## config.mk

```make
export PLATFORM = sky130hd
export DESIGN_NAME = mht_front
export DESIGN_NICKNAME = d
export VERILOG_FILES = /design/src/hdl/mht_pkg.sv /design/src/hdl/mht_front.sv
export SDC_FILE = /design/constraint.sdc
export NUM_CORES = 1
export LEC_CHECK = 0
export BUFFER_PORTS_ARGS = -buffer_cell sky130_fd_sc_hd__buf_2
export CAP_MARGIN = 10
export CORE_MARGIN = 2
export CORE_UTILIZATION = 25
export DETAILED_ROUTE_END_ITERATION = 10
export GPL_TIMING_DRIVEN = 0
export PLACE_DENSITY_LB_ADDON = 0.1
export SYNTH_ARGS = -nofsm -noshare
export SYNTH_HDL_FRONTEND = slang
export SYNTH_SLANG_ARGS = --single-unit
```

## constraint.sdc

```tcl
create_clock -name vclk -period 3.8
set_clock_uncertainty 0.2 [all_clocks]
set_input_delay 0.76 -clock vclk [all_inputs]
set_output_delay 0.76 -clock vclk [all_outputs]
set_load 0.02 [all_outputs]
```

## src/hdl/mht_pkg.sv

```systemverilog
package mht_pkg;

    // Field widths fixed by the interface.
    localparam int KEY_W   = 31;
    localparam int CAP_W   = 9;
    localparam int SLOT_W  = 8;
    localparam int ADDR_W  = 3;
    localparam int DATA_W  = 32;

    // Reset value of the capacity register.
    localparam logic [CAP_W-1:0] CAP_RESET = 9'd256;

    // Register index of the capacity register.
    localparam logic REG_CAPACITY = 1'b0;

    // Depth of the request queue between front and back.
    localparam int QUEUE_DEPTH = 2;

    // Request kinds as they arrive on the input channel.
    localparam logic KIND_INSERT = 1'b0;
    localparam logic KIND_REMOVE = 1'b1;

    // Result codes.
    typedef enum logic [1:0] {
        STAT_INSERTED  = 2'd0,
        STAT_REMOVED   = 2'd1,
        STAT_NOT_FOUND = 2'd2
    } status_t;

    // Operation class chosen by the front.
    typedef enum logic [1:0] {
        OP_INS_DIRECT = 2'd0,
        OP_INS_MOD    = 2'd1,
        OP_REMOVE     = 2'd2
    } op_t;

    // One queued request.
    typedef struct packed {
        op_t              op;
        logic [KEY_W-1:0] key;
    } entry_t;

    // Back-end sequencer states.
    typedef enum logic [2:0] {
        ST_CLEAR  = 3'd0,
        ST_IDLE   = 3'd1,
        ST_MOD    = 3'd2,
        ST_SCAN   = 3'd3,
        ST_RESULT = 3'd4
    } state_t;

    // Status that the back end reports to the rest of the block.
    typedef struct packed {
        logic   clearing;
        state_t state;
    } back_status_t;

endpackage

```

## src/hdl/mht_front.sv

```systemverilog
module mht_front (
    input  logic                        valid,
    input  logic                        kind,
    input  logic [mht_pkg::KEY_W-1:0]   key,
    input  logic [mht_pkg::CAP_W-1:0]   eff_cap,
    input  logic                        clearing,
    input  logic                        q_full,
    output logic                        stall,
    output logic                        push,
    output mht_pkg::entry_t             entry
);

    // Hold requests off while the table is being cleared or the queue is full.
    assign stall = clearing | q_full;
    assign push  = valid & ~stall;

    // Classify the request. An insert whose key is already below the capacity
    // hashes to itself, so it needs no modulo pass in the back end.
    always_comb
    begin
        entry.key = key;
        if (kind == mht_pkg::KIND_REMOVE)
        begin
            entry.op = mht_pkg::OP_REMOVE;
        end
        else if (key < mht_pkg::KEY_W'(eff_cap))
        begin
            entry.op = mht_pkg::OP_INS_DIRECT;
        end
        else
        begin
            entry.op = mht_pkg::OP_INS_MOD;
        end
    end

endmodule

```

==> impl_metrics.env <==
export IMPL_critPathMostFrequentCell="buf_2"
export IMPL_fp_dieH_um=49.1
export IMPL_min_path_type="in2out"
export IMPL_initial_core_util_pct=26.2
export IMPL_gp_routability_congestion=0.581
export IMPL_final_core_util_pct=48.3
export IMPL_antenna_found_initial=0
export IMPL_dieArea_mm2=0.00241
export IMPL_nNetsFinal=208
export IMPL_setup_viol=0
export IMPL_syn_to_final_growth_pct=84.5
export IMPL_fin_tns_setup_ns=0
export IMPL_ys_types=15
export IMPL_yosys_top_cells_area="buf_4, ha_1, inv_1, nor4_1, a21oi_1"
export IMPL_power_switching_mw=0.0543
export IMPL_drt_iter0_drc=2
export IMPL_yosysTopAreaCell="buf_4"
export IMPL_seqPwrFrac_pct=0
export IMPL_crit_chain="buf_2 > ha_1 > nand2_1 > or4_1 > o22ai_1 > buf_2"
export IMPL_yosysSeqAreaShare_pct=0
export IMPL_path_buf_inv=2
export IMPL_peakVddDrop_mv=0.0513
export IMPL_tightest_slew_ns=0.258
export IMPL_design_seq_count=0
export IMPL_synth_top_area_share_pct=47.3
export IMPL_drc=0
export IMPL_p_per_area_mw_per_mm2=120
export IMPL_endpoint="entry[31]"
export IMPL_maxUsedRoutingLayer="met3"
export IMPL_dp_cells=181
export IMPL_num_io_pins=79
export IMPL_worstPathMaxFanout=2
export IMPL_switching_share_pct=48.3
export IMPL_min_period_ns=2.85
export IMPL_grt_max_degree=4
export IMPL_p_int_mw=0.0580
export IMPL_hold_buffers=0
export IMPL_avgViaCountPerCell=3.90
export IMPL_seq_area_um2=0
export IMPL_max_freq_mhz=350
export IMPL_period_share_pct=75.1
export IMPL_overflow=0
export IMPL_placed_cell_area_um2=937
export IMPL_status="completed"
export IMPL_final_common_cell="buf_2"
export IMPL_antenna_cells=0
export IMPL_drv_cap=0
export IMPL_pwr_share_comb_pct=100.0
export IMPL_first_global_vias=617
export IMPL_die_x_um=49.1
export IMPL_grt_use_total_pct=11.4
export IMPL_path_depth=6
export IMPL_maxSlewViolCount=0
export IMPL_detail_route_antenna_nets=0
export IMPL_cpPeakStageDelay_ns=0.39
export IMPL_clkPwrFrac_pct=0
export IMPL_startpoint_type="primary input"
export IMPL_crit_path_top_delay_cell="or4_1"
export IMPL_m1WireLength_um=458
export IMPL_syn_avg_cell_area_um2=6.77
export IMPL_wl_um=1350
export IMPL_rsz0062_at_grt="no"
export IMPL_core_area_mm2=0.00194
export IMPL_worstPathRequired_ns=2.84
export IMPL_wl_met2_um=726
export IMPL_cts_resized=0
export IMPL_wl_per_cell_um=7.48
export IMPL_syn_instance_count=75
export IMPL_worstPathArrival_ns=1.89
export IMPL_syn_nets=127
export IMPL_synth_area_um2=508
export IMPL_row_count=16
export IMPL_drive_gt1_share_pct=72.7
export IMPL_stdcell_area_um2=937
export IMPL_grt_pass1_wl_um=2370
export IMPL_startpoint="key[8]"
export IMPL_cp_top_family="simple AND/OR/NAND/NOR gates"
export IMPL_ys_warn_count=0
export IMPL_cp_end_kind="primary output"
export IMPL_slew_headroom_pct=82.6
export IMPL_final_cell_mix="buf_2, buf_4, inv_1"
export IMPL_dp_hpwl_um=1350
export IMPL_hold_viol_final=0
export IMPL_n_clock_buffer=0
export IMPL_path_class="in2out"
export IMPL_route_met3_wl_um=168
export IMPL_final_cell_count_no_fill=181
export IMPL_post_cts_buffers=0
export IMPL_vias=705
export IMPL_dr_pass1_iters=3
export IMPL_port_buffer_count=79
export IMPL_total_leakage_power_nw=0.607
## logic make-up (layout without fill, tap and decap cells)
kind of cell	Yosys count	count (layout)	share of synthesized area, %
buffers and inverters	41	120	53.9
and+or+nand+nor	19	19	19.2
adders and majority gates	8	8	19.7
AOI/OAI and AO/OA	7	7	7.14
## worst min-delay path: cells and delay by family
kind | cells | cell delay, ns
buffers and inverters | 3 | 0.27
and+or+nand+nor | 1 | 0.03
## cells in the mapped netlist (all sizes together)
| cell | instances |
|---|---|
| o22ai | 1 |
| inv | 9 |
| or4 | 1 |
| o21ai | 2 |
| or2 | 1 |
| nor2b | 1 |
| a21oi | 4 |
| ha | 8 |
| nand3 | 1 |
| nor2 | 3 |
| nand4 | 1 |
| nand2 | 5 |
| nor4 | 5 |
| nor3 | 1 |
| buf | 32 |
## worst min-delay path by stage
stage	startpoint	end	slack [ns]	depth (start not counted)
finish	valid	push	1.63	4
global route	key[22]	entry[22]	1.65	3
CTS	valid	push	1.63	4
detailed placement	valid	push	1.63	4
global placement	valid	push	1.63	4
floorplan	key[0]	entry[0]	1.43	1
## power by group through the flow
stage          logic [mW]  registers (mW)  clock network (mW)
2_1_floorplan      0.0678               0                   0
3_3_place_gp        0.112               0                   0
3_5_place_dp        0.114               0                   0
4_1_cts             0.114               0                   0
5_1_grt             0.125               0                   0
6_report            0.112               0                   0
## layer usage
layer  track usage [%]  vias to the layer above
li1                  -                      376
met1              12.6                      288
met2              23.6                       41
met3              1.53                        0
met4                 0                        0
met5                 0                        -
## layout make-up
type	instances	area (um2)
multi-input cells	34	234
inverters	9	33.8
well taps	27	33.8
repair buffers	79	395
fillers	220	1000
plain buffers	32	240
## per-stage QoR
step                hold WS [ns]  power, mW  worst slack [ns]
finish                      1.63      0.112             0.947
CTS                         1.63      0.114             0.932
global placement            1.63      0.112             0.939
floorplan                   1.43     0.0678              1.01
detailed placement          1.63      0.114             0.939
global route                1.65      0.125             0.851
Power figures use the tool's default switching activity.
