File: src/hdl/mht_pkg.sv
package mht_pkg;

    // Field widths fixed by the interface.
    localparam int KEY_W   = 31;
    localparam int CAP_W   = 9;
    localparam int SLOT_W  = 8;
    localparam int ADDR_W  = 3;
    localparam int DATA_W  = 32;

    // Reset value of the capacity register.
    localparam logic [CAP_W-1:0] CAP_RESET = 9'd256;

    // Register index of the capacity register.
    localparam logic REG_CAPACITY = 1'b0;

    // Depth of the request queue between front and back.
    localparam int QUEUE_DEPTH = 2;

    // Request kinds as they arrive on the input channel.
    localparam logic KIND_INSERT = 1'b0;
    localparam logic KIND_REMOVE = 1'b1;

    // Result codes.
    typedef enum logic [1:0] {
        STAT_INSERTED  = 2'd0,
        STAT_REMOVED   = 2'd1,
        STAT_NOT_FOUND = 2'd2
    } status_t;

    // Operation class chosen by the front.
    typedef enum logic [1:0] {
        OP_INS_DIRECT = 2'd0,
        OP_INS_MOD    = 2'd1,
        OP_REMOVE     = 2'd2
    } op_t;

    // One queued request.
    typedef struct packed {
        op_t              op;
        logic [KEY_W-1:0] key;
    } entry_t;

    // Back-end sequencer states.
    typedef enum logic [2:0] {
        ST_CLEAR  = 3'd0,
        ST_IDLE   = 3'd1,
        ST_MOD    = 3'd2,
        ST_SCAN   = 3'd3,
        ST_RESULT = 3'd4
    } state_t;

    // Status that the back end reports to the rest of the block.
    typedef struct packed {
        logic   clearing;
        state_t state;
    } back_status_t;

endpackage

File: src/hdl/mht_fifo.sv
module mht_fifo (
    input  logic            clk,
    input  logic            rst_n,
    input  logic            push,
    input  mht_pkg::entry_t push_data,
    input  logic            pop,
    output logic            full,
    output logic            not_empty,
    output mht_pkg::entry_t head
);

    localparam int PTR_W = $clog2(mht_pkg::QUEUE_DEPTH);
    localparam int CNT_W = $clog2(mht_pkg::QUEUE_DEPTH + 1);

    mht_pkg::entry_t  store_reg [mht_pkg::QUEUE_DEPTH];
    logic [PTR_W-1:0] wr_ptr_reg;
    logic [PTR_W-1:0] wr_ptr_next;
    logic [PTR_W-1:0] rd_ptr_reg;
    logic [PTR_W-1:0] rd_ptr_next;
    logic [CNT_W-1:0] count_reg;
    logic [CNT_W-1:0] count_next;

    assign full      = (count_reg == CNT_W'(mht_pkg::QUEUE_DEPTH));
    assign not_empty = (count_reg != '0);
    assign head      = store_reg[rd_ptr_reg];

    // Pointer and fill-level update.
    always_comb
    begin
        wr_ptr_next = wr_ptr_reg;
        rd_ptr_next = rd_ptr_reg;
        count_next  = count_reg;
        if (push)
        begin
            wr_ptr_next = wr_ptr_reg + PTR_W'(1);
        end
        if (pop)
        begin
            rd_ptr_next = rd_ptr_reg + PTR_W'(1);
        end
        if (push && !pop)
        begin
            count_next = count_reg + CNT_W'(1);
        end
        else if (pop && !push)
        begin
            count_next = count_reg - CNT_W'(1);
        end
    end

    always_ff @(posedge clk or negedge rst_n)
    begin
        if (!rst_n)
        begin
            wr_ptr_reg <= '0;
            rd_ptr_reg <= '0;
            count_reg  <= '0;
        end
        else
        begin
            wr_ptr_reg <= wr_ptr_next;
            rd_ptr_reg <= rd_ptr_next;
            count_reg  <= count_next;
        end
    end

    // Entry storage.
    always_ff @(posedge clk)
    begin
        if (push)
        begin
            store_reg[wr_ptr_reg] <= push_data;
        end
    end

endmodule

File: config.mk
export PLATFORM = sky130hd
export DESIGN_NAME = mht_fifo
export DESIGN_NICKNAME = d
export VERILOG_FILES = /design/src/hdl/mht_pkg.sv /design/src/hdl/mht_fifo.sv
export SDC_FILE = /design/constraint.sdc
export NUM_CORES = 1
export LEC_CHECK = 0
export BUFFER_PORTS_ARGS = -buffer_cell sky130_fd_sc_hd__buf_2
export CAP_MARGIN = 10
export CELL_PAD_IN_SITES_DETAIL_PLACEMENT = 1
export CELL_PAD_IN_SITES_GLOBAL_PLACEMENT = 2
export CORE_AREA = 2 2 92 94
export DETAILED_ROUTE_END_ITERATION = 8
export DIE_AREA = 0 0 94 96
export GPL_ROUTABILITY_DRIVEN = 0
export PLACE_DENSITY_LB_ADDON = 0.1
export SYNTH_ARGS = -nofsm -noshare
export SYNTH_HDL_FRONTEND = slang
export SYNTH_SLANG_ARGS = --single-unit
File: constraint.sdc
create_clock -name clk -period 2.7 [get_ports clk]
set_input_delay 0.27 -clock clk [delete_from_list [all_inputs] [get_ports clk]]
set_output_delay 0.27 -clock clk [all_outputs]
set_load 0.02 [all_outputs]
==> metrics.txt <==
vias per inst 4.27; synthesized area per cell 22.9 µm²; Max Freq 0.500 GHz; total power 3.78 mW; core area 8050 µm²; leading cell type in the layout, fill and taps excluded buf_2; vias in the first global route 1,442; worst slew pin tran 0.822 ns; Max FO, Critical Path 22; type of origin of the critical path flop; hold path startpoint push_data[11]; #FFs+latches synth 70; largest net degree at the start of global routing 34; Worst Hold Class input port to flop; DR iter-0 viols 70; Pleak 1.39 nW; max FFs per register 66; critical path class flop to output port; commonest non-fill, non-tap cells in the layout buf_2 (71), edfxtp_1 (66), mux2_4 (29), clkbuf_8 (9); cell total after placement 293; CTS buffer count 9; hpwl dp 3.21 mm; io pins 72; Post-Layout Cell Count 310; Worst EP required 2.43 ns; sequential area share after synthesis 76.5%; starting density of the core 33.8%; routed len/inst 15.2 µm; Chip Width 94 µm; final setup fails 0; worst hold path endpoint store_reg[0][11]$_DFFE_PP_; area of the multi-input gates 574 µm²; slew margin rel. 45.2%; Total Neg Setup Slack 0 ns; Net Count, Synth 157; crit path cell chain buf_12, mux2_2, buf_2; clock buffer depth 2; crit-path leading delay family flip-flops; die area 9020 µm²; wirelength, routed 4.72 mm; part of the cycle the worst path needs 74.1%; worst path buffer plus inverter count 2; Reg-to-Reg Start wr_ptr_reg$_DFFE_PN0P_; Storage cell area 2080 µm²; crit path DAT 1.73 ns; CP endpoint kind output port; CTS Sinks 70; GRT met3 Usage 4.78%; Post-DRT Antenna Nets 0; Initial DRT Pass Iterations 4; mapped cell area 2720 µm²; status completed; hold path depth 1; Max Cap Viol 0; first-pass GRT wire length 7.09 mm; minimum clock period after layout 2.00 ns; via count 1,325; RSZ-0062 raised after global routing no; Filler cells 811; unique cell type count in the Yosys netlist 14; Placed Area 3180 µm²; Clk pin slew, worst setup/hold paths 0.07 ns; delay of the slowest critical-path stage 0.62 ns; critical path launch point rd_ptr_reg$_DFFE_PN0P_; R2R Path End store_reg[1][12]$_DFFE_PP_; number of diodes 0; met1 Usage GRT 11.9%; Post CTS Setup Buffer Count 0; Hold Fails Final Rpt 0; CTS root buf clkbuf_8; clk_skew 0.00549 ns; TritonCTS clock tree built; Syn. warnings 0; design area 3420 µm²; P&R area growth vs syn 25.7%; met2 Resource Use GR 18.5%; VDD IR max 0.450 mV; total gr overflow 0; Slew Limit Fails 0; cells after synthesis 119; Vert. Die Dim 96 µm; worst skew pair latency 0.33 ns; final hold slack 0.118 ns; H-tree Lvls 3; cells on worst reg2reg path 1; fin nets 238; R2R setup slack 1.19 ns; GRT Overall Usage 11.0%; Critical Path Slowest Stage Cell dfrtp_2; initial antenna violation count 0; share of cells above drive strength 1 61.0%; pwr dens 1100 nW/µm²; I/O Buffers 71; DRC 0; global route hottest layer met2; row cnt 33
## where the power goes
group          internal (mW)  switching [mW]
logic                  0.572           0.653
clock network          0.608           0.372
registers               1.45           0.121
total                   2.63            1.15
## cells by family after synthesis
kind of cell,synth area share (%)
buf+inv,2.76
simple gates,1.06
fa+ha+maj,0.459
mux,17.6
flops,76.5
xor+xnor,1.61
## cells in the mapped netlist
master / n / area (µm²)
buf_6: 1 / 11.3
ha_1: 1 / 12.5
or2_2: 1 / 6.26
xnor2_1: 1 / 8.76
edfxtp_1: 66 / 1980
mux2_4: 29 / 435
xor2_1: 4 / 35.0
and2_1: 1 / 6.26
mux2_2: 4 / 45.0
nor2b_1: 2 / 12.5
dfrtp_1: 4 / 100
inv_1: 1 / 3.75
nor2_1: 1 / 3.75
buf_12: 3 / 60.1
## layer usage
metal | up-vias | share of wire [%]
met2 | 50 | 53
met4 | 0 | 0.57
met3 | 2 | 8.1
met5 | - | 0
met1 | 655 | 39
li1 | 618 | -
## stage by stage
stage	setup WS [ns]	util, %
after floorplan	0.387	-
after global placement	1.04	39.4
after detailed placement	1.03	39.4
after CTS	0.653	42.5
after global routing	0.613	42.5
final	0.701	42.5
## timing repair
action / 4_1_cts / 5_1_grt
hold endpoints to repair: 4 / 0
gates resized for setup: 0 / 0
hold buffers: 1 / 0
endpoints found under the setup margin: 0 / 0
## final cells by class
type	instances	share of cell area [%]
sequential	70	60.9
inverter	1	0.110
tap	105	3.84
multi-input combinational	44	16.8
clock buffer	9	3.62
clock inverter	7	3.29
timing repair buffer	74	11.5
## worst max-delay path by stage
| stage | endpoint | cells after the start | slack, ns |
|---|---|---|---|
| after detailed placement | head[17] | 3 | 1.03 |
| final | head[17] | 3 | 0.70 |
| after global placement | head[17] | 3 | 1.04 |
| after global routing | head[17] | 3 | 0.61 |
| after CTS | head[17] | 3 | 0.65 |
| after floorplan | store_reg[0][0]$_DFFE_PP_ | 1 | 0.39 |
Note: power is estimated with default switching activity, not from simulation.
