===== src/hdl/mht_pkg.sv =====
package mht_pkg;

    // Field widths fixed by the interface.
    localparam int KEY_W   = 31;
    localparam int CAP_W   = 9;
    localparam int SLOT_W  = 8;
    localparam int ADDR_W  = 3;
    localparam int DATA_W  = 32;

    // Reset value of the capacity register.
    localparam logic [CAP_W-1:0] CAP_RESET = 9'd256;

    // Register index of the capacity register.
    localparam logic REG_CAPACITY = 1'b0;

    // Depth of the request queue between front and back.
    localparam int QUEUE_DEPTH = 2;

    // Request kinds as they arrive on the input channel.
    localparam logic KIND_INSERT = 1'b0;
    localparam logic KIND_REMOVE = 1'b1;

    // Result codes.
    typedef enum logic [1:0] {
        STAT_INSERTED  = 2'd0,
        STAT_REMOVED   = 2'd1,
        STAT_NOT_FOUND = 2'd2
    } status_t;

    // Operation class chosen by the front.
    typedef enum logic [1:0] {
        OP_INS_DIRECT = 2'd0,
        OP_INS_MOD    = 2'd1,
        OP_REMOVE     = 2'd2
    } op_t;

    // One queued request.
    typedef struct packed {
        op_t              op;
        logic [KEY_W-1:0] key;
    } entry_t;

    // Back-end sequencer states.
    typedef enum logic [2:0] {
        ST_CLEAR  = 3'd0,
        ST_IDLE   = 3'd1,
        ST_MOD    = 3'd2,
        ST_SCAN   = 3'd3,
        ST_RESULT = 3'd4
    } state_t;

    // Status that the back end reports to the rest of the block.
    typedef struct packed {
        logic   clearing;
        state_t state;
    } back_status_t;

endpackage


===== src/hdl/mht_mod.sv =====
module mht_mod (
    input  logic                        clk,
    input  logic                        rst_n,
    input  logic                        start,
    input  logic [mht_pkg::KEY_W-1:0]   dividend,
    input  logic [mht_pkg::CAP_W-1:0]   divisor,
    output logic                        done,
    output logic [mht_pkg::CAP_W-1:0]   remainder
);

    localparam int KEY_W  = mht_pkg::KEY_W;
    localparam int CAP_W  = mht_pkg::CAP_W;
    localparam int STEP_W = $clog2(KEY_W);

    logic              busy_reg;
    logic              done_reg;
    logic [STEP_W-1:0] step_reg;
    logic [KEY_W-1:0]  shift_reg;
    logic [CAP_W-1:0]  rem_reg;
    logic [CAP_W:0]    trial;
    logic [CAP_W:0]    rem_step;

    // One restoring step: bring in the next dividend bit and subtract the
    // divisor when it fits. The partial remainder stays below the divisor.
    always_comb
    begin
        trial = {rem_reg, shift_reg[KEY_W-1]};
        if (trial >= {1'b0, divisor})
        begin
            rem_step = trial - {1'b0, divisor};
        end
        else
        begin
            rem_step = trial;
        end
    end

    // Step control: one dividend bit per cycle, most significant first.
    always_ff @(posedge clk or negedge rst_n)
    begin
        if (!rst_n)
        begin
            busy_reg <= 1'b0;
            done_reg <= 1'b0;
            step_reg <= '0;
        end
        else
        begin
            done_reg <= 1'b0;
            if (start)
            begin
                busy_reg <= 1'b1;
                step_reg <= STEP_W'(KEY_W - 1);
            end
            else if (busy_reg)
            begin
                step_reg <= step_reg - STEP_W'(1);
                if (step_reg == '0)
                begin
                    busy_reg <= 1'b0;
                    done_reg <= 1'b1;
                end
            end
        end
    end

    // Datapath of the divider.
    always_ff @(posedge clk)
    begin
        if (start)
        begin
            shift_reg <= dividend;
            rem_reg   <= '0;
        end
        else if (busy_reg)
        begin
            shift_reg <= {shift_reg[KEY_W-2:0], 1'b0};
            rem_reg   <= CAP_W'(rem_step);
        end
    end

    assign done      = done_reg;
    assign remainder = rem_reg;

endmodule


===== config.mk =====
export PLATFORM = sky130hd
export DESIGN_NAME = mht_mod
export DESIGN_NICKNAME = d
export VERILOG_FILES = /design/src/hdl/mht_pkg.sv /design/src/hdl/mht_mod.sv
export SDC_FILE = /design/constraint.sdc
export NUM_CORES = 1
export LEC_CHECK = 0
export ABC_CLOCK_PERIOD_IN_PS = 2700
export BUFFER_PORTS_ARGS = -buffer_cell sky130_fd_sc_hd__buf_2
export CAP_MARGIN = 20
export CORE_ASPECT_RATIO = 1.75
export CORE_MARGIN = 2
export CORE_UTILIZATION = 54
export DETAILED_ROUTE_END_ITERATION = 8
export PLACE_DENSITY = 0.82
export SETUP_SLACK_MARGIN = 0.3
export SLEW_MARGIN = 5
export SYNTH_ARGS = -nofsm -noshare
export SYNTH_HDL_FRONTEND = slang
export SYNTH_SLANG_ARGS = --single-unit

===== constraint.sdc =====
create_clock -name clk -period 2.7 [get_ports clk]
set_input_delay 0.135 -clock clk [delete_from_list [all_inputs] [get_ports clk]]
set_output_delay 0.135 -clock clk [all_outputs]
set_load 0.02 [all_outputs]

==> key figures, run 1 <==
Outcome
  – Outcome: finished, final reports clean

Yosys
  – Syn nets: 258
  – Post-synth EDFFs: 31
  – Synth top area cells: edfxtp_1, mux2_2, dfxtp_1
  – Post-synth top area cell: edfxtp_1
  – Post-synthesis cell count: 203
  – Part of the Yosys area used for sequential elements: 52.26%
  – Yosys warns: 0
  – Yosys cell types: 42
  – Fraction of registers with async set/reset: 14.89%
  – Top-count cell post-synth: edfxtp_1
  – Post-Syn Area: 2461 µm²
  – Syn Area/Cell: 12.12 µm²
  – Top-area cell type share of the netlist area: 37.82%
  – Number of synthesized register bits: 47
  – Commonest cells post-synth: edfxtp_1, mux2_2, inv_1, nor2_1, ha_1
  – Top_reg_cell synth: edfxtp_1

Hold path
  – Hold Crit Class: input port to flop

Job
  – Max Cap Viol: 0

Setup path
  – Crit-path max FO: 3
  – CP peak stage delay: 0.43 ns
  – WP data arrival: 2.43 ns
  – Endpoint type of the worst setup path: flop
  – CP Cell Sequence: inv_1 > ha_1 > inv_1 > fa_2 > a211oi_2 > buf_4 > o31ai_1 > nor2_1 > a2111oi_1 > o31ai_1
  – Startpoint types: flop
  – Crit Path Category: flop to flop
  – CP top delay family: compound AO/OA/AOI/OAI gates
  – Worst path bufs/invs: 3
  – Worst Path Required: 2.87 ns
  – Slowest CP cell: o31ai_1

Floorplanning
  – Initial Util: 55.88%
  – IO Count: 53
  – Die Y: 93.31 µm
  – Num rows: 32
  – Core ar.: 4404 µm²
  – Die Area: 5135 µm²
  – Width of the chip: 55.03 µm

Placed design
  – Placed cells: 300
  – Hpwl dp: 3371 µm
  – GP Congestion: 0.7099
  – Port bufs: 52

STA
  – Slew of the pin with the lowest slew margin: 0.6939 ns
  – Clock Skews: 0.004415 ns
  – Hold_ws: 0.1335 ns
  – Final worst path period share: 83.97%
  – Min Tclk post-route: 2.267 ns
  – Hold Vio Cnt, Final: 0
  – Post-route setup TNS: 0 ns
  – Max Clk Rate: 441.1 MHz
  – Max_slew headroom: 53.46%
  – # setup viols final: 0
  – RSZ-0062 raised after global routing: no
  – Final Max Tran Viols: 0

Finish
  – NumNets Final: 313
  – Max reg flops: 31
  – Post-route insts no fill: 310
  – Layout area overhead: 17.13%
  – Final Core Density: 65.45%
  – Share of cells above drive strength 1: 37.45%
  – ANT cells: 0

Global routing
  – Gr usage total: 19.28%
  – Initial antenna violation count: 0
  – Vias in the first global route: 1,633
  – Overflow after GRT: 0
  – Largest net degree at the start of global routing: 32
  – Global-route wire length before repair: 7210 µm

Route
  – DR pass1 iterations: 4
  – Vias per cell: 5.471
  – Vias: 1,696
  – Initial DRC count: 19
  – Routed len/inst: 14.69 µm
  – WL final: 4554 µm
  – Antenna viol nets, final: 0
  – Residual DRC count: 0

Pwr
  – Sequential fraction of design power: 43.2%
  – P_int: 0.001458 W
  – Peak VDD IR: 0.0005489 V
  – PD cells: 785.0 nW/µm²
  – Comb pwr share: 39.5%
  – Switch Pwr: 0.0008049 W
  – Sw Ratio: 35.57%
  – Power share of the clock group: 17.3%
  – Static Leakage: 1.264 nW

Clocking
  – Clock transition at the registers of the reported paths: 0.08 ns
  – TritonCTS clock tree: done
  – TritonCTS buffer count: 5
  – Clock buffer depth: 2
  – Clock Sinks: 47
  – Root Buffer Master: clkbuf_8
  – Worst skew pair latency: 0.28 ns
  – CTS H-tree depth: 2
-- metal layers --
| layer | share of wire (%) | GRT usage [%] | up-vias |
|---|---|---|---|
| li1 | - | - | 846 |
| met1 | 41 | 22.94 | 807 |
| met2 | 54 | 33.13 | 41 |
| met3 | 4.5 | 3.834 | 2 |
| met4 | 0.83 | 6.707 | 0 |
| met5 | 0 | 0 | - |
-- what timing repair did --
action / in CTS / in global routing
resized for setup: 0 / 5
endpoints found under the setup margin: 0 / 4
hold buffers: 1 / 0
buffers inserted: 0 / 1
hold endpoints to repair: 7 / 0
-- final timing paths --
| path | startpoint | to | slack (ns) | depth (start not counted) |
|---|---|---|---|---|
| min in group asynchronous | rst_n | step_reg[2] | 0.20 | 2 |
| max in group asynchronous | rst_n | step_reg[1] | 2.34 | 2 |
| worst min-delay path | dividend[0] | shift_reg[0] | 0.13 | 2 |
| worst max register to register | shift_reg[30] | remainder[8] | 0.43 | 10 |
| worst min register to register | remainder[6] | remainder[6] | 0.52 | 2 |
| worst max-delay path | shift_reg[30] | remainder[8] | 0.43 | 10 |
-- cell type report --
cell class              count  area, µm²
multi-input cells         133       1104
well taps                  51      63.81
inverters                  15      56.30
flip-flops and latches     47       1286
repair buffers             56      292.8
fillers                   356       1521
clock inverters             2      7.507
clock buffers               6      72.57
-- cell usage in the layout, fill, tap and decap left out, types with 6 or more instances in the layout --
master / n
buf_2: 52
dfrtp_1: 7
dfxtp_1: 9
edfxtp_1: 31
ha_1: 11
inv_1: 15
mux2_2: 30
nand2_1: 10
nand2b_1: 7
nor2_1: 15
o21ai_0: 6
-- logic make-up (layout without fill, tap and decap cells) --
kind of cell    after synthesis  in the layout  share of synthesized area, %
mux                          35             35                         15.76
compound gates               32             32                         9.558
simple gates                 46             46                         9.507
xor+xnor                      8              8                         2.847
buf+inv                      23             79                         3.660
fa+ha+maj                    12             12                         6.406
flops                        47             47                         52.26
-- per-stage QoR --
step                      instance area, µm²  setup slack, ns  total power (W)
after floorplan                         2461           0.5762         0.001611
after global placement                  2766           0.5247         0.001814
after detailed placement                2766           0.4448         0.001832
after CTS                               2856           0.4214         0.002229
after global routing                    2883           0.3060         0.002422
final                                   2883           0.4329         0.002263
-- power groups by stage --
| stage | Combinational (W) | Clock [W] | Sequential [W] |
|---|---|---|---|
| finish | 0.000894 | 0.000391 | 0.000978 |
| global route | 0.000990 | 0.000443 | 0.000989 |
| detailed placement | 0.000841 | 0 | 0.000991 |
| floorplan | 0.000580 | 0 | 0.00103 |
| global placement | 0.000825 | 0 | 0.000990 |
| CTS | 0.000849 | 0.000404 | 0.000976 |
No activity file was read; power rests on OpenSTA's default activity.
==> run 2, diff against run 1 <==
--- a/config.mk
+++ b/config.mk
@@ -5,14 +5,14 @@
 export SDC_FILE = /design/constraint.sdc
 export NUM_CORES = 1
 export LEC_CHECK = 0
-export ABC_CLOCK_PERIOD_IN_PS = 2700
+export ABC_CLOCK_PERIOD_IN_PS = 1900
 export BUFFER_PORTS_ARGS = -buffer_cell sky130_fd_sc_hd__buf_2
 export CAP_MARGIN = 20
 export CORE_ASPECT_RATIO = 1.75
 export CORE_MARGIN = 2
-export CORE_UTILIZATION = 54
+export CORE_UTILIZATION = 49
 export DETAILED_ROUTE_END_ITERATION = 8
-export PLACE_DENSITY = 0.82
+export PLACE_DENSITY = 0.79
 export SETUP_SLACK_MARGIN = 0.3
 export SLEW_MARGIN = 5
 export SYNTH_ARGS = -nofsm -noshare
==> constraint.sdc (replaced) <==
create_clock -name clk -period 1.9 [get_ports clk]
set_input_delay 0.095 -clock clk [delete_from_list [all_inputs] [get_ports clk]]
set_output_delay 0.095 -clock clk [all_outputs]
set_load 0.02 [all_outputs]
==> key figures, run 2 (same netlist as run 1, synthesis figures left out) <==
Floorplanning
  – Die Y: 97.76 µm
  – Die Area: 5628 µm²
  – Core ar.: 4892 µm²
  – Num rows: 34
  – IO Count: 53
  – Initial Util: 50.31%
  – Width of the chip: 57.58 µm

Global routing
  – Global-route wire length before repair: 8300 µm
  – Global Route met2 Usage: 35.31%
  – GR peak layer: met2
  – Gr usage total: 19.06%
  – Vias in the first global route: 1,918
  – Initial antenna violation count: 0
  – Overflow after GRT: 0
  – Met3 Use GR: 3.311%
  – Met1 Track Usage GR: 19.98%
  – Largest net degree at the start of global routing: 24

Setup path
  – Crit Path Category: flop to flop
  – CP endpoint: remainder[3]
  – Worst Path Required: 2.11 ns
  – CP startpoint: shift_reg[30]
  – Startpoint types: flop
  – R2R setup slack: -0.28 ns
  – Reg2reg end: remainder[3]
  – Crit-path max FO: 7
  – R2R depth: 9
  – Worst reg2reg startpoint: shift_reg[30]
  – WP data arrival: 2.40 ns
  – Endpoint type of the worst setup path: flop

Outcome
  – Outcome: finished with violations
  – Failing checks: setup timing

Hold path
  – Hold Crit Class: input port to flop
  – Worst hold start: dividend[0]

Finish
  – ANT cells: 0
  – NumNets Final: 336
  – Final design area excluding fillers: 3147 µm²
  – Max reg flops: 31
  – Leading cell types in the layout, fill and taps excluded: buf_2, edfxtp_1, mux2_2
  – Layout area overhead: 27.86%
  – Post-route insts no fill: 336
  – Share of cells above drive strength 1: 49.29%
  – Most common cell after layout, fill and taps aside: buf_2

STA
  – Max Clk Rate: 458.4 MHz
  – Hold_ws: 0.08313 ns
  – Final worst path period share: 114.8%
  – RSZ-0062 raised after global routing: yes
  – Min Tclk post-route: 2.181 ns
  – Slew of the pin with the lowest slew margin: 0.7163 ns
  – Post-route worst setup slack: -0.2814 ns
  – Hold Vio Cnt, Final: 0
  – Clock Skews: 0.003794 ns
  – # setup viols final: 9
  – Final Max Tran Viols: 0
  – Max_slew headroom: 51.96%

Route
  – Residual DRC count: 0
  – Initial DRC count: 60
  – DR pass1 iterations: 4
  – Routed len/inst: 14.78 µm
  – Antenna viol nets, final: 0
  – Vias per cell: 5.435
  – WL final: 4966 µm
  – Vias: 1,826

Clocking
  – TritonCTS buffer count: 5
  – CTS H-tree depth: 2
  – Clock buffer depth: 2
  – Root Buffer Master: clkbuf_8
  – Clock transition at the registers of the reported paths: 0.09 ns
  – Clock Sinks: 47
  – TritonCTS clock tree: done
  – Worst skew pair latency: 0.30 ns

Pwr
  – Peak VDD IR: 0.0008038 V
  – Sw Ratio: 34.94%
  – Static Leakage: 1.387 nW
  – Comb pwr share: 46.2%
  – Sequential fraction of design power: 37.1%
  – Switch Pwr: 0.001284 W
  – Power share of the clock group: 16.7%
  – P_int: 0.002390 W
  – PD cells: 1168 nW/µm²

Placed design
  – Hpwl dp: 3814 µm
  – Port bufs: 52
  – Placed cells: 325
  – GP Congestion: 0.9604
  – Dpl cell area: 2993 µm²
  – Dpl ws: -0.3161 ns

Job
  – Max Cap Viol: 0
==> run 2: cell types whose count changed in the layout (fill, tap and decap cells not counted), moves of 2 or more <==
cell / before / now
inv_6: 0 / 2
clkinvlp_4: 0 / 2
dfxtp_2: 0 / 5
buf_4: 3 / 25
inv_1: 15 / 13
ha_1: 11 / 7
ha_4: 0 / 3
o21ai_0: 6 / 4
clkinv_1: 2 / 0
dfxtp_1: 9 / 4
==> run 2: power by group through the flow <==
stage	Sequential (W)	Clock, W	Combinational, W
after floorplan	0.00149	0	0.000876
after global placement	0.00139	0	0.00155
after detailed placement	0.00139	0	0.00159
after CTS	0.00137	0.000636	0.00166
after global routing	0.00138	0.000671	0.00184
final	0.00136	0.000614	0.00170
==> run 2: final cells by class <==
type	count	area (µm²)
Timing Repair inverter	1	7.507
Timing Repair Buffer	78	457.9
Multi-Input combinational cell	133	1170
Tap cell	54	67.56
Fill cell	397	1745
Clock inverter	3	22.52
Clock buffer	5	68.82
Sequential cell	47	1292
Inverter	15	60.06
==> run 2: critical path: stages (launching register included) <==
cell and delay [ns]:
edfxtp_1 0.39, inv_1 0.08, ha_2 0.18, inv_2 0.04, fa_2 0.36, a211oi_4 0.30
o211ai_2 0.14, a21o_4 0.26, mux2i_1 0.13, a211oi_1 0.22
==> run 2: worst min path at each step <==
stage | to | slack [ns] | cells past startpoint
after detailed placement | step_reg[2] | -0.07 | 1
final | shift_reg[0] | 0.08 | 2
after CTS | shift_reg[0] | 0.07 | 2
after floorplan | busy_reg | -0.20 | 0
after global placement | step_reg[2] | -0.07 | 1
after global routing | shift_reg[0] | 0.09 | 2
==> run 2: timing repair <==
| item | in CTS | in global routing |
|---|---|---|
| pin swaps | 3 | 4 |
| hold buffers | 1 | 0 |
| setup endpoints to repair | 40 | 9 |
| resized for setup | 5 | 8 |
| setup buffers | 1 | 0 |
| hold endpoints to repair | 7 | 0 |
| gates cloned | 1 | 0 |
==> run 2: metal layers <==
metal  part of all wire, %  vias up
li1                      -      892
met1                    37      856
met3                   4.8       15
met5                     0        -
met2                    54       63
met4                   3.8        0
==> run 2: through the flow <==
step | utilization, % | TNS [ns] | total power (W)
after detailed placement | 61.18 | -2.174 | 0.002981
after global placement | 61.18 | -1.540 | 0.002940
after CTS | 63.86 | -1.544 | 0.003659
after global routing | 64.32 | -3.250 | 0.003898
after floorplan | - | -0.7026 | 0.002364
final | 64.32 | -1.911 | 0.003674
